==> config.mk <==
export PLATFORM = sky130hd
export DESIGN_NAME = backwash_station_sequencer_unit_flat
export DESIGN_NICKNAME = d
export VERILOG_FILES = /design/src/sv/bws_pkg.sv /design/src/sv/bws_if.sv /design/src/sv/backwash_station_sequencer_unit.sv /design/src/sv/bws_cfg.sv /design/src/sv/bws_core.sv /design/src/flat_wrapper.sv
export SDC_FILE = /design/constraint.sdc
export NUM_CORES = 1
export LEC_CHECK = 0
export BUFFER_PORTS_ARGS = -buffer_cell sky130_fd_sc_hd__buf_2
export CORE_UTILIZATION = 55
export CTS_BUF_LIST = sky130_fd_sc_hd__clkbuf_8
export CTS_CLUSTER_DIAMETER = 100
export DETAILED_ROUTE_END_ITERATION = 6
export GPL_TIMING_DRIVEN = 1
export PLACE_DENSITY = 0.82
export SLEW_MARGIN = 20
export SYNTH_ARGS = -nofsm -noshare
export SYNTH_HDL_FRONTEND = slang
export SYNTH_SLANG_ARGS = --single-unit
==> constraint.sdc <==
create_clock -name clk -period 3.8 [get_ports clk]
set_input_delay 0.19 -clock clk [delete_from_list [all_inputs] [get_ports clk]]
set_output_delay 0.19 -clock clk [all_outputs]
set_load 0.02 [all_outputs]
==> src/sv/bws_pkg.sv <==
// Shared types and constants of the backwash station sequencer.
package bws_pkg;

  localparam int MAX_STATIONS = 16;
  localparam int STATION_W    = 5;
  localparam int CYCLE_W      = 14;
  localparam int APB_AW       = 5;

  localparam logic [CYCLE_W-1:0]   CYCLE_WRAP  = CYCLE_W'(9999);
  localparam logic [STATION_W-1:0] STATION_MAX = STATION_W'(MAX_STATIONS);

  typedef enum logic [1:0] {
    OP_TICK  = 2'd0,
    OP_STOP  = 2'd1,
    OP_INIT  = 2'd2,
    OP_START = 2'd3
  } bws_op_t;

  typedef enum logic [2:0] {
    MODE_INIT    = 3'd0,
    MODE_STANDBY = 3'd1,
    MODE_FLUSH   = 3'd2,
    MODE_GAP     = 3'd3,
    MODE_STOP    = 3'd4
  } bws_mode_t;

  typedef enum logic [1:0] {
    PAGE_SETTINGS = 2'd0,
    PAGE_REALTIME = 2'd1,
    PAGE_FLUSH    = 2'd2,
    PAGE_GAP      = 2'd3
  } bws_page_t;

  typedef enum logic [2:0] {
    REG_STANDBY_PERIOD = 3'd0,
    REG_PRESSURE_LIMIT = 3'd1,
    REG_FLUSH_TIME     = 3'd2,
    REG_STATION_COUNT  = 3'd3,
    REG_GAP_TIME       = 3'd4
  } bws_reg_t;

  localparam logic VALVE_FORWARD = 1'b0;
  localparam logic VALVE_OPEN    = 1'b1;

  typedef struct packed {
    logic [23:0]          standby_period_s;
    logic [15:0]          pressure_limit;
    logic [15:0]          flush_time_s;
    logic [STATION_W-1:0] station_count;
    logic [7:0]           gap_time_s;
  } bws_cfg_t;

  typedef struct packed {
    bws_mode_t            mode;
    logic [STATION_W-1:0] station_now;
    logic                 valve_valid;
    logic [STATION_W-1:0] valve_station;
    logic                 valve_dir;
    logic                 page_valid;
    bws_page_t            page;
    logic [CYCLE_W-1:0]   cycles_done;
  } bws_res_t;

  function automatic logic [STATION_W-1:0] stations_eff(input logic [STATION_W-1:0] n);
    stations_eff = (n > STATION_MAX) ? STATION_MAX : n;
  endfunction

endpackage

==> src/sv/bws_if.sv <==
// Request and result channel interfaces of the backwash station sequencer.
interface bws_cmd_if;
  logic        valid;
  logic        ready;
  logic [1:0]  op;
  logic [15:0] pressure;

  modport source (output valid, op, pressure, input ready);
  modport sink   (input valid, op, pressure, output ready);
endinterface

interface bws_res_if;
  logic       valid;
  logic       ready;
  logic [2:0] mode;
  logic [4:0] station_now;
  logic       valve_valid;
  logic [4:0] valve_station;
  logic       valve_dir;
  logic       page_valid;
  logic [1:0] page;
  logic [13:0] cycles_done;

  modport source (output valid, mode, station_now, valve_valid, valve_station, valve_dir,
                  page_valid, page, cycles_done, input ready);
  modport sink   (input valid, mode, station_now, valve_valid, valve_station, valve_dir,
                  page_valid, page, cycles_done, output ready);
endinterface

==> src/sv/backwash_station_sequencer_unit.sv <==
// Backwash station sequencer top level.
// A request passes the input register, then its result the result register, once processed.
// One request per cycle unless a result is stalled; the state updates once per request.
// A pending result is held while the next request is taken into the input register.
// Reset (rst, synchronous): init mode, counters and station cleared, page settings,
// configuration registers return to their defaults.
module backwash_station_sequencer_unit import bws_pkg::*; (
  input  logic              clk,
  input  logic              rst,
  bws_cmd_if.sink           cmd,
  bws_res_if.source         res,
  input  logic              psel,
  input  logic              penable,
  input  logic              pwrite,
  input  logic [APB_AW-1:0] paddr,
  input  logic [31:0]       pwdata,
  output logic [31:0]       prdata,
  output logic              pready
);

  bws_cfg_t cfg;

  bws_cfg u_cfg (
    .clk     (clk),
    .rst     (rst),
    .psel    (psel),
    .penable (penable),
    .pwrite  (pwrite),
    .paddr   (paddr),
    .pwdata  (pwdata),
    .prdata  (prdata),
    .pready  (pready),
    .cfg     (cfg)
  );

  bws_core u_core (
    .clk (clk),
    .rst (rst),
    .cfg (cfg),
    .cmd (cmd),
    .res (res)
  );

endmodule

==> src/sv/bws_cfg.sv <==
// APB configuration register file of the backwash station sequencer.
module bws_cfg import bws_pkg::*; (
  input  logic              clk,
  input  logic              rst,
  input  logic              psel,
  input  logic              penable,
  input  logic              pwrite,
  input  logic [APB_AW-1:0] paddr,
  input  logic [31:0]       pwdata,
  output logic [31:0]       prdata,
  output logic              pready,
  output bws_cfg_t          cfg
);

  logic     wr;
  bws_reg_t idx;

  assign pready = 1'b1;
  assign wr     = psel & penable & pwrite;
  assign idx    = bws_reg_t'(paddr[APB_AW-1:2]);

  always_ff @(posedge clk) begin
    if (rst) begin
      cfg.standby_period_s <= 24'd3600;
      cfg.pressure_limit   <= 16'hFFFF;
      cfg.flush_time_s     <= 16'd30;
      cfg.station_count    <= STATION_W'(4);
      cfg.gap_time_s       <= 8'd5;
    end else if (wr) begin
      case (idx)
        REG_STANDBY_PERIOD: cfg.standby_period_s <= pwdata[23:0];
        REG_PRESSURE_LIMIT: cfg.pressure_limit   <= pwdata[15:0];
        REG_FLUSH_TIME:     cfg.flush_time_s     <= pwdata[15:0];
        REG_STATION_COUNT:  cfg.station_count    <= pwdata[STATION_W-1:0];
        REG_GAP_TIME:       cfg.gap_time_s       <= pwdata[7:0];
        default: ;
      endcase
    end
  end

  always_comb begin
    case (idx)
      REG_STANDBY_PERIOD: prdata = {8'd0, cfg.standby_period_s};
      REG_PRESSURE_LIMIT: prdata = {16'd0, cfg.pressure_limit};
      REG_FLUSH_TIME:     prdata = {16'd0, cfg.flush_time_s};
      REG_STATION_COUNT:  prdata = {{(32-STATION_W){1'b0}}, cfg.station_count};
      REG_GAP_TIME:       prdata = {24'd0, cfg.gap_time_s};
      default:            prdata = 32'd0;
    endcase
  end

endmodule

==> src/sv/bws_core.sv <==
// Sequencer state, request register and result register.
module bws_core import bws_pkg::*; (
  input  logic     clk,
  input  logic     rst,
  input  bws_cfg_t cfg,
  bws_cmd_if.sink   cmd,
  bws_res_if.source res
);

  logic        in_vld;
  bws_op_t     op_q;
  logic [15:0] pres_q;
  logic        proc;

  bws_mode_t            mode, mode_next;
  logic [STATION_W-1:0] station, station_next;
  logic [23:0]          standby_count, standby_next;
  logic [15:0]          flush_left, flush_next;
  logic [7:0]           gap_left, gap_next;
  logic [CYCLE_W-1:0]   cycle_count, cycle_next;
  bws_page_t            page, page_next;

  logic                 valve_vld;
  logic                 valve_dir;
  logic [STATION_W-1:0] valve_station;
  logic                 page_vld;

  logic                 res_vld;
  bws_res_t             res_q;

  logic [23:0]          count_inc;
  logic                 sb_fire;
  logic                 fl_exp;
  logic                 gap_exp;
  logic [STATION_W:0]   st_inc;
  logic                 last_st;

  assign proc      = in_vld & (~res_vld | res.ready);
  assign cmd.ready = ~in_vld | proc;

  always_ff @(posedge clk) begin
    if (rst) begin
      in_vld <= 1'b0;
    end else if (cmd.ready) begin
      in_vld <= cmd.valid;
    end
  end

  always_ff @(posedge clk) begin
    if (cmd.valid & cmd.ready) begin
      op_q   <= bws_op_t'(cmd.op);
      pres_q <= cmd.pressure;
    end
  end

  assign count_inc = (standby_count != '1) ? standby_count + 24'd1 : standby_count;
  assign sb_fire   = (count_inc >= cfg.standby_period_s) | (pres_q >= cfg.pressure_limit);
  assign fl_exp    = flush_left <= 16'd1;
  assign gap_exp   = gap_left <= 8'd1;
  assign st_inc    = {1'b0, station} + (STATION_W+1)'(1);
  assign last_st   = st_inc > {1'b0, stations_eff(cfg.station_count)};

  always_comb begin
    mode_next = mode;
    case (op_q)
      OP_TICK: begin
        case (mode)
          MODE_INIT:    mode_next = MODE_STANDBY;
          MODE_STANDBY: mode_next = sb_fire ? MODE_FLUSH : MODE_STANDBY;
          MODE_FLUSH:   mode_next = fl_exp ? (last_st ? MODE_STANDBY : MODE_GAP) : MODE_FLUSH;
          MODE_GAP:     mode_next = gap_exp ? MODE_FLUSH : MODE_GAP;
          default:      mode_next = mode;
        endcase
      end
      OP_STOP: mode_next = MODE_STOP;
      OP_INIT: mode_next = MODE_STANDBY;
      default: mode_next = MODE_FLUSH;
    endcase
  end

  always_comb begin
    station_next  = station;
    standby_next  = standby_count;
    flush_next    = flush_left;
    gap_next      = gap_left;
    cycle_next    = cycle_count;
    page_next     = page;
    valve_vld     = 1'b0;
    valve_dir     = VALVE_FORWARD;
    valve_station = '0;
    page_vld      = 1'b0;
    case (op_q)
      OP_TICK: begin
        case (mode)
          MODE_INIT: begin
            station_next = STATION_W'(1);
            flush_next   = cfg.flush_time_s;
            standby_next = '0;
            page_next    = PAGE_REALTIME;
            page_vld     = 1'b1;
          end
          MODE_STANDBY: begin
            standby_next = count_inc;
            if (sb_fire) begin
              standby_next  = '0;
              valve_vld     = 1'b1;
              valve_station = station;
              page_next     = PAGE_FLUSH;
              page_vld      = 1'b1;
            end
          end
          MODE_FLUSH: begin
            if (fl_exp) begin
              flush_next    = cfg.flush_time_s;
              valve_vld     = 1'b1;
              valve_dir     = VALVE_OPEN;
              valve_station = station;
              page_vld      = 1'b1;
              if (last_st) begin
                station_next = STATION_W'(1);
                standby_next = '0;
                page_next    = PAGE_REALTIME;
                cycle_next   = (cycle_count >= CYCLE_WRAP) ? '0 :
                               cycle_count + CYCLE_W'(1);
              end else begin
                station_next = st_inc[STATION_W-1:0];
                gap_next     = cfg.gap_time_s;
                page_next    = PAGE_GAP;
              end
            end else begin
              flush_next = flush_left - 16'd1;
            end
          end
          MODE_GAP: begin
            if (gap_exp) begin
              gap_next      = cfg.gap_time_s;
              valve_vld     = 1'b1;
              valve_station = station;
              page_next     = PAGE_FLUSH;
              page_vld      = 1'b1;
            end else begin
              gap_next = gap_left - 8'd1;
            end
          end
          default: begin
            station_next = STATION_W'(1);
            flush_next   = cfg.flush_time_s;
            gap_next     = cfg.gap_time_s;
            standby_next = '0;
          end
        endcase
      end
      OP_STOP: begin
        page_next = PAGE_SETTINGS;
        page_vld  = 1'b1;
      end
      OP_INIT: begin
        station_next = STATION_W'(1);
        flush_next   = cfg.flush_time_s;
        standby_next = '0;
        page_next    = PAGE_REALTIME;
        page_vld     = 1'b1;
      end
      default: begin
        if (mode == MODE_INIT) begin
          station_next = STATION_W'(1);
          flush_next   = cfg.flush_time_s;
          standby_next = '0;
        end
        valve_vld     = 1'b1;
        valve_station = station_next;
        page_next     = PAGE_FLUSH;
        page_vld      = 1'b1;
      end
    endcase
  end

  always_ff @(posedge clk) begin
    if (rst) begin
      mode          <= MODE_INIT;
      station       <= '0;
      standby_count <= '0;
      flush_left    <= '0;
      gap_left      <= '0;
      cycle_count   <= '0;
      page          <= PAGE_SETTINGS;
    end else if (proc) begin
      mode          <= mode_next;
      station       <= station_next;
      standby_count <= standby_next;
      flush_left    <= flush_next;
      gap_left      <= gap_next;
      cycle_count   <= cycle_next;
      page          <= page_next;
    end
  end

  always_ff @(posedge clk) begin
    if (rst) begin
      res_vld <= 1'b0;
    end else if (proc) begin
      res_vld <= 1'b1;
    end else if (res.ready) begin
      res_vld <= 1'b0;
    end
  end

  always_ff @(posedge clk) begin
    if (proc) begin
      res_q.mode          <= mode_next;
      res_q.station_now   <= station_next;
      res_q.valve_valid   <= valve_vld;
      res_q.valve_station <= valve_station;
      res_q.valve_dir     <= valve_dir;
      res_q.page_valid    <= page_vld;
      res_q.page          <= page_next;
      res_q.cycles_done   <= cycle_next;
    end
  end

  assign res.valid         = res_vld;
  assign res.mode          = res_q.mode;
  assign res.station_now   = res_q.station_now;
  assign res.valve_valid   = res_q.valve_valid;
  assign res.valve_station = res_q.valve_station;
  assign res.valve_dir     = res_q.valve_dir;
  assign res.page_valid    = res_q.page_valid;
  assign res.page          = res_q.page;
  assign res.cycles_done   = res_q.cycles_done;

`ifndef SYNTHESIS
  a_cycle_range: assert property (@(posedge clk) disable iff (rst)
    cycle_count <= CYCLE_WRAP)
    else $error("cycle count past wrap value");

  a_proc_result: assert property (@(posedge clk) disable iff (rst)
    proc |=> res_vld)
    else $error("processed request left no result");

  a_valve_page: assert property (@(posedge clk) disable iff (rst)
    res_vld & res_q.valve_valid |-> res_q.page_valid)
    else $error("valve command without page change");

  a_open_mode: assert property (@(posedge clk) disable iff (rst)
    proc & valve_vld & (valve_dir == VALVE_OPEN) |=>
      (mode == MODE_GAP) || (mode == MODE_STANDBY))
    else $error("valve opened outside end of flush");

  a_held_request: assert property (@(posedge clk) disable iff (rst)
    in_vld & ~proc |=> in_vld & $stable(op_q) & $stable(pres_q))
    else $error("pending request lost");
`endif

endmodule
==> src/flat_wrapper.sv <==
// flat-port wrapper written by rule: the top's interface ports become plain ports
module backwash_station_sequencer_unit_flat import bws_pkg::*;
  (clk, rst, psel, penable, pwrite, paddr, pwdata, prdata, pready, cmd_valid, cmd_op, cmd_pressure, cmd_ready, res_valid, res_mode, res_station_now, res_valve_valid, res_valve_station, res_valve_dir, res_page_valid, res_page, res_cycles_done, res_ready);
  bws_cmd_if cmd_i ();
  bws_res_if res_i ();
  input  logic clk;
  input  logic rst;
  input  logic psel;
  input  logic penable;
  input  logic pwrite;
  input  logic [APB_AW-1:0] paddr;
  input  logic [31:0] pwdata;
  output logic [31:0] prdata;
  output logic pready;
  input wire logic [$bits(cmd_i.valid)-1:0] cmd_valid;
  input wire logic [$bits(cmd_i.op)-1:0] cmd_op;
  input wire logic [$bits(cmd_i.pressure)-1:0] cmd_pressure;
  output wire logic [$bits(cmd_i.ready)-1:0] cmd_ready;
  output wire logic [$bits(res_i.valid)-1:0] res_valid;
  output wire logic [$bits(res_i.mode)-1:0] res_mode;
  output wire logic [$bits(res_i.station_now)-1:0] res_station_now;
  output wire logic [$bits(res_i.valve_valid)-1:0] res_valve_valid;
  output wire logic [$bits(res_i.valve_station)-1:0] res_valve_station;
  output wire logic [$bits(res_i.valve_dir)-1:0] res_valve_dir;
  output wire logic [$bits(res_i.page_valid)-1:0] res_page_valid;
  output wire logic [$bits(res_i.page)-1:0] res_page;
  output wire logic [$bits(res_i.cycles_done)-1:0] res_cycles_done;
  input wire logic [$bits(res_i.ready)-1:0] res_ready;
  assign cmd_i.valid = cmd_valid;
  assign cmd_i.op = cmd_op;
  assign cmd_i.pressure = cmd_pressure;
  assign cmd_ready = cmd_i.ready;
  assign res_valid = res_i.valid;
  assign res_mode = res_i.mode;
  assign res_station_now = res_i.station_now;
  assign res_valve_valid = res_i.valve_valid;
  assign res_valve_station = res_i.valve_station;
  assign res_valve_dir = res_i.valve_dir;
  assign res_page_valid = res_i.page_valid;
  assign res_page = res_i.page;
  assign res_cycles_done = res_i.cycles_done;
  assign res_i.ready = res_ready;
  backwash_station_sequencer_unit u_core (.clk(clk), .rst(rst), .cmd(cmd_i), .res(res_i), .psel(psel), .penable(penable), .pwrite(pwrite), .paddr(paddr), .pwdata(pwdata), .prdata(prdata), .pready(pready));
endmodule
==> summary.md <==
| Metric | Value |
|---|---|
| Chip height | 142 um |
| Synth Register Bits | 193 |
| EDFF count, synth | 50 |
| Yosys warns | 0 |
| Clock Pin Slew Worst Setup and Hold Paths | 100 ps |
| Syn_area_per_cell | 8.44 um2 |
| Initial cell density of the core | 57.0% |
| Port Buffer Count | 109 |
| Worst vdd ir | 0.266 mV |
| Routed vias | 10300 |
| Pleak | 5.21 nW |
| Max FO, Critical Path | 5 |
| Ys flop type | dfxtp_1 |
| Routed WL per cell | 17.4 um |
| Crit share post-route | 102% |
| Startpoint types | flip-flop |
| M1 wire length | 12100 um |
| Required time of the critical path | 4000 ps |
| Synth top area share | 26.4% |
| Vias in the first global route | 9371 |
| Via/cell ratio | 6.04 |
| Hpwl dp | 19700 um |
| Post-synthesis async set-or-reset flop share | 0% |
| TritonCTS clock tree | built |
| Hold WC Path Type | in2reg |
| Die Area | 20300 um2 |
| RSZ-0062 raised after global routing | true |
| Top Metal Used | met4 |
| GRT Util Overall | 28.7% |
| PwrDens | 334 nW/um2 |
| Crit path time final | 3880 ps |
| Area grow syn2layout | 19.2% |
| Slew Viols, Final | 0 |
| Final nets | 1546 |
| # DRC | 0 |
| Clk root buf | clkbuf_8 |
| Core Area | 19000 um2 |
| Top Ports | 129 |
| Largest net degree at the start of global routing | 76 |
| Clock Tree Buf Depth | 2 |
| Die X | 142 um |
| H-tree depth | 4 |
| Yosys top cell by area | dfxtp_1 |
| Synth area leaders | dfxtp_1, edfxtp_1, ha_1 |
| Critical path type | reg2reg |
| First-pass DRT Iterations | 5 |
| Fraction of final layout cells sized beyond drive strength 1 | 18.2% |
| Layout Skew | 14.1 ps |
| Antenna Nets Post-Route | 0 |
| # fillers | 1486 |
| Max-cap violations | 0 |
| Slew headroom | 27.1% |
| Grt ovf | 0 |
| Failing checks | setup timing |
| Achievable Freq | 258 MHz |
| Setup_tns | -181 ps |
| Final Util | 68.0% |
| GPL Wtd Cong | 0.895 |
| Placed insts | 1621 |
| Setup ws final | -77.7 ps |
| CP Data Arrival Time | 4080 ps |
| Distinct cells, synth | 82 |
| DRT iter0 DRCs | 975 |
| Seq/Total Area, Yosys | 40.2% |
| Pre-CTS WS | -71.5 ps |
| Overall Power | 4.31 mW |
| Clk Latency, worst-skew pair | 470 ps |
| # rows | 50 |
| Post-synthesis cell count | 1285 |
| Met2 wire len | 14400 um |
| Global-route wire length before repair | 46100 um |
| Worst setup EP type | flip-flop |
| Slew at the pin closest to its max-slew limit | 1090 ps |
| Status | finished with violations |
| Initial antenna violation count | 1 |
| Routed met3 length | 2200 um |
| Number of CTS-inserted buffers | 17 |
| Final wirelength | 29700 um |
| Final setup vio count | 8 |
| CTS sink count | 193 |
| Mapped cell area | 10800 um2 |
| Final std cells w/o fill | 1702 |
| Hold Violations, Final | 0 |
worst max-delay path: stages (launching register included):
cell and delay, ps:
dfxtp_2 380, ha_4 150, nand4_1 220, nor3_2 280, buf_4 160, nand3_2 120
nor2_4 150, xor2_2 180, ha_1 290, a21oi_1 190, a21boi_0 150, a211o_1 310
nor4_4 380, buf_6 190, a21oi_2 70, o21bai_1 280, o21ai_1 120
path summary, 6_finish.rpt:
path / start / endpoint / slack [ps] / cells after the start
max: u_core.u_core.standby_count[0]$_SDFFE_PP0P_ / u_core.u_core.res.valve_valid$_DFFE_PP_ / -80 / 16
min: pwdata[6] / u_core.u_cfg.cfg[19]$_SDFFE_PP0P_ / 20 / 3
max reg2reg: u_core.u_core.standby_count[0]$_SDFFE_PP0P_ / u_core.u_core.res.valve_valid$_DFFE_PP_ / -80 / 16
min reg2reg: u_core.u_core.flush_left[1]$_SDFFE_PP0P_ / u_core.u_core.flush_left[1]$_SDFFE_PP0P_ / 480 / 2
layout make-up:
cell class | instances | area (um2) | share of cell area, %
antenna | 1 | 2.50 | 0.0194
clock buffer | 17 | 234 | 1.81
clock inverter | 15 | 236 | 1.83
inverter | 58 | 218 | 1.68
multi-input combinational | 965 | 6210 | 48.0
sequential | 193 | 4370 | 33.8
tap | 260 | 325 | 2.52
timing repair buffer | 193 | 1330 | 10.3
sequential cells by signal, summed over array words and instances, names as in the netlist, 3 cells and up:
name                             cells
u_core.u_core.cycle_count           14
u_core.u_core.res.cycles_done       14
u_core.u_core.flush_left            16
u_core.u_core.station                5
u_core.u_core.res.mode               3
u_core.u_core.standby_count         24
u_core.u_cfg.cfg                    69
u_core.u_core.res.station_now        5
u_core.u_core.res.valve_station      5
u_core.u_core.pres_q                16
u_core.u_core.gap_left               8
u_core.u_core.mode                   3
report_power, final:
group	total [mW]	internal [mW]	leakage, nW	switching (mW)
logic	0.526	0.184	3.34	0.342
clock network	1.59	0.848	0.245	0.746
registers	2.20	2.16	1.63	0.0399
total	4.31	3.19	5.21	1.13
cell usage after synthesis (all sizes together), types with 12 or more instances:
cell / count
nand2: 178
dfxtp: 143
a21oi: 119
nor2: 110
o21ai: 75
inv: 57
ha: 56
edfxtp: 50
clkbuf: 48
nand3: 43
nor3: 33
buf: 28
mux2i: 28
o211ai: 28
and3: 21
and2: 18
a31oi: 17
nand2b: 16
nand4: 16
nor4: 16
nor2b: 15
a32o: 14
xnor2: 14
a22oi: 12
o22ai: 12
cell usage in the layout, fill, tap and decap left out, drive strengths merged, types with 10 or more instances in the layout:
cell / Yosys / routed
or3: 10 / 10
a32o: 14 / 14
nor2b: 15 / 15
and2: 18 / 18
a22oi: 12 / 12
clkbuf: 48 / 19
o21ai: 75 / 75
xor2: 11 / 11
ha: 56 / 56
inv: 57 / 61
nor3: 33 / 33
dlygate4sd3: 0 / 36
a21oi: 119 / 119
and3: 21 / 21
mux2i: 28 / 28
o211ai: 28 / 28
edfxtp: 50 / 50
buf: 28 / 155
dfxtp: 143 / 143
nand3: 43 / 43
nand2b: 16 / 16
o22ai: 12 / 12
a31oi: 17 / 17
xnor2: 14 / 14
nor2: 110 / 110
nand2: 178 / 178
nand4: 16 / 16
nor4: 16 / 16
cells by family after synthesis:
logic type                 after synthesis  share of synthesized area [%]
and+or+nand+nor                        497                           22.5
AOI/OAI and AO/OA                      344                           20.3
DFF                                    193                           40.2
buffers and inverters                  134                           5.22
adders and majority gates               56                           6.46
muxes                                   34                           3.21
xor gates and xnor gates                25                           2.02
other                                    2                         0.0693
repair_timing:
item                                    CTS  global route
pin swaps                                 1            42
gates cloned                              0             3
resized for setup                         5            58
hold buffers                             35             1
setup buffers                             0             9
endpoints found under the hold margin    46             1
endpoints found under the setup margin    9            39
stage by stage:
stage	hold slack (ps)	area [um2]
floorplan	289	10900
global placement	368	11700
detailed placement	368	11700
CTS	6.68	12500
global route	5.16	12900
finish	17.8	12900
layer usage:
metal / global-route usage, % / vias to the layer above
met3: 5.62 / 66
met1: 35.9 / 4819
met5: 0 / -
met4: 12.3 / 0
li1: - / 4900
met2: 48.1 / 494
No activity file was read; power rests on OpenSTA's default activity.
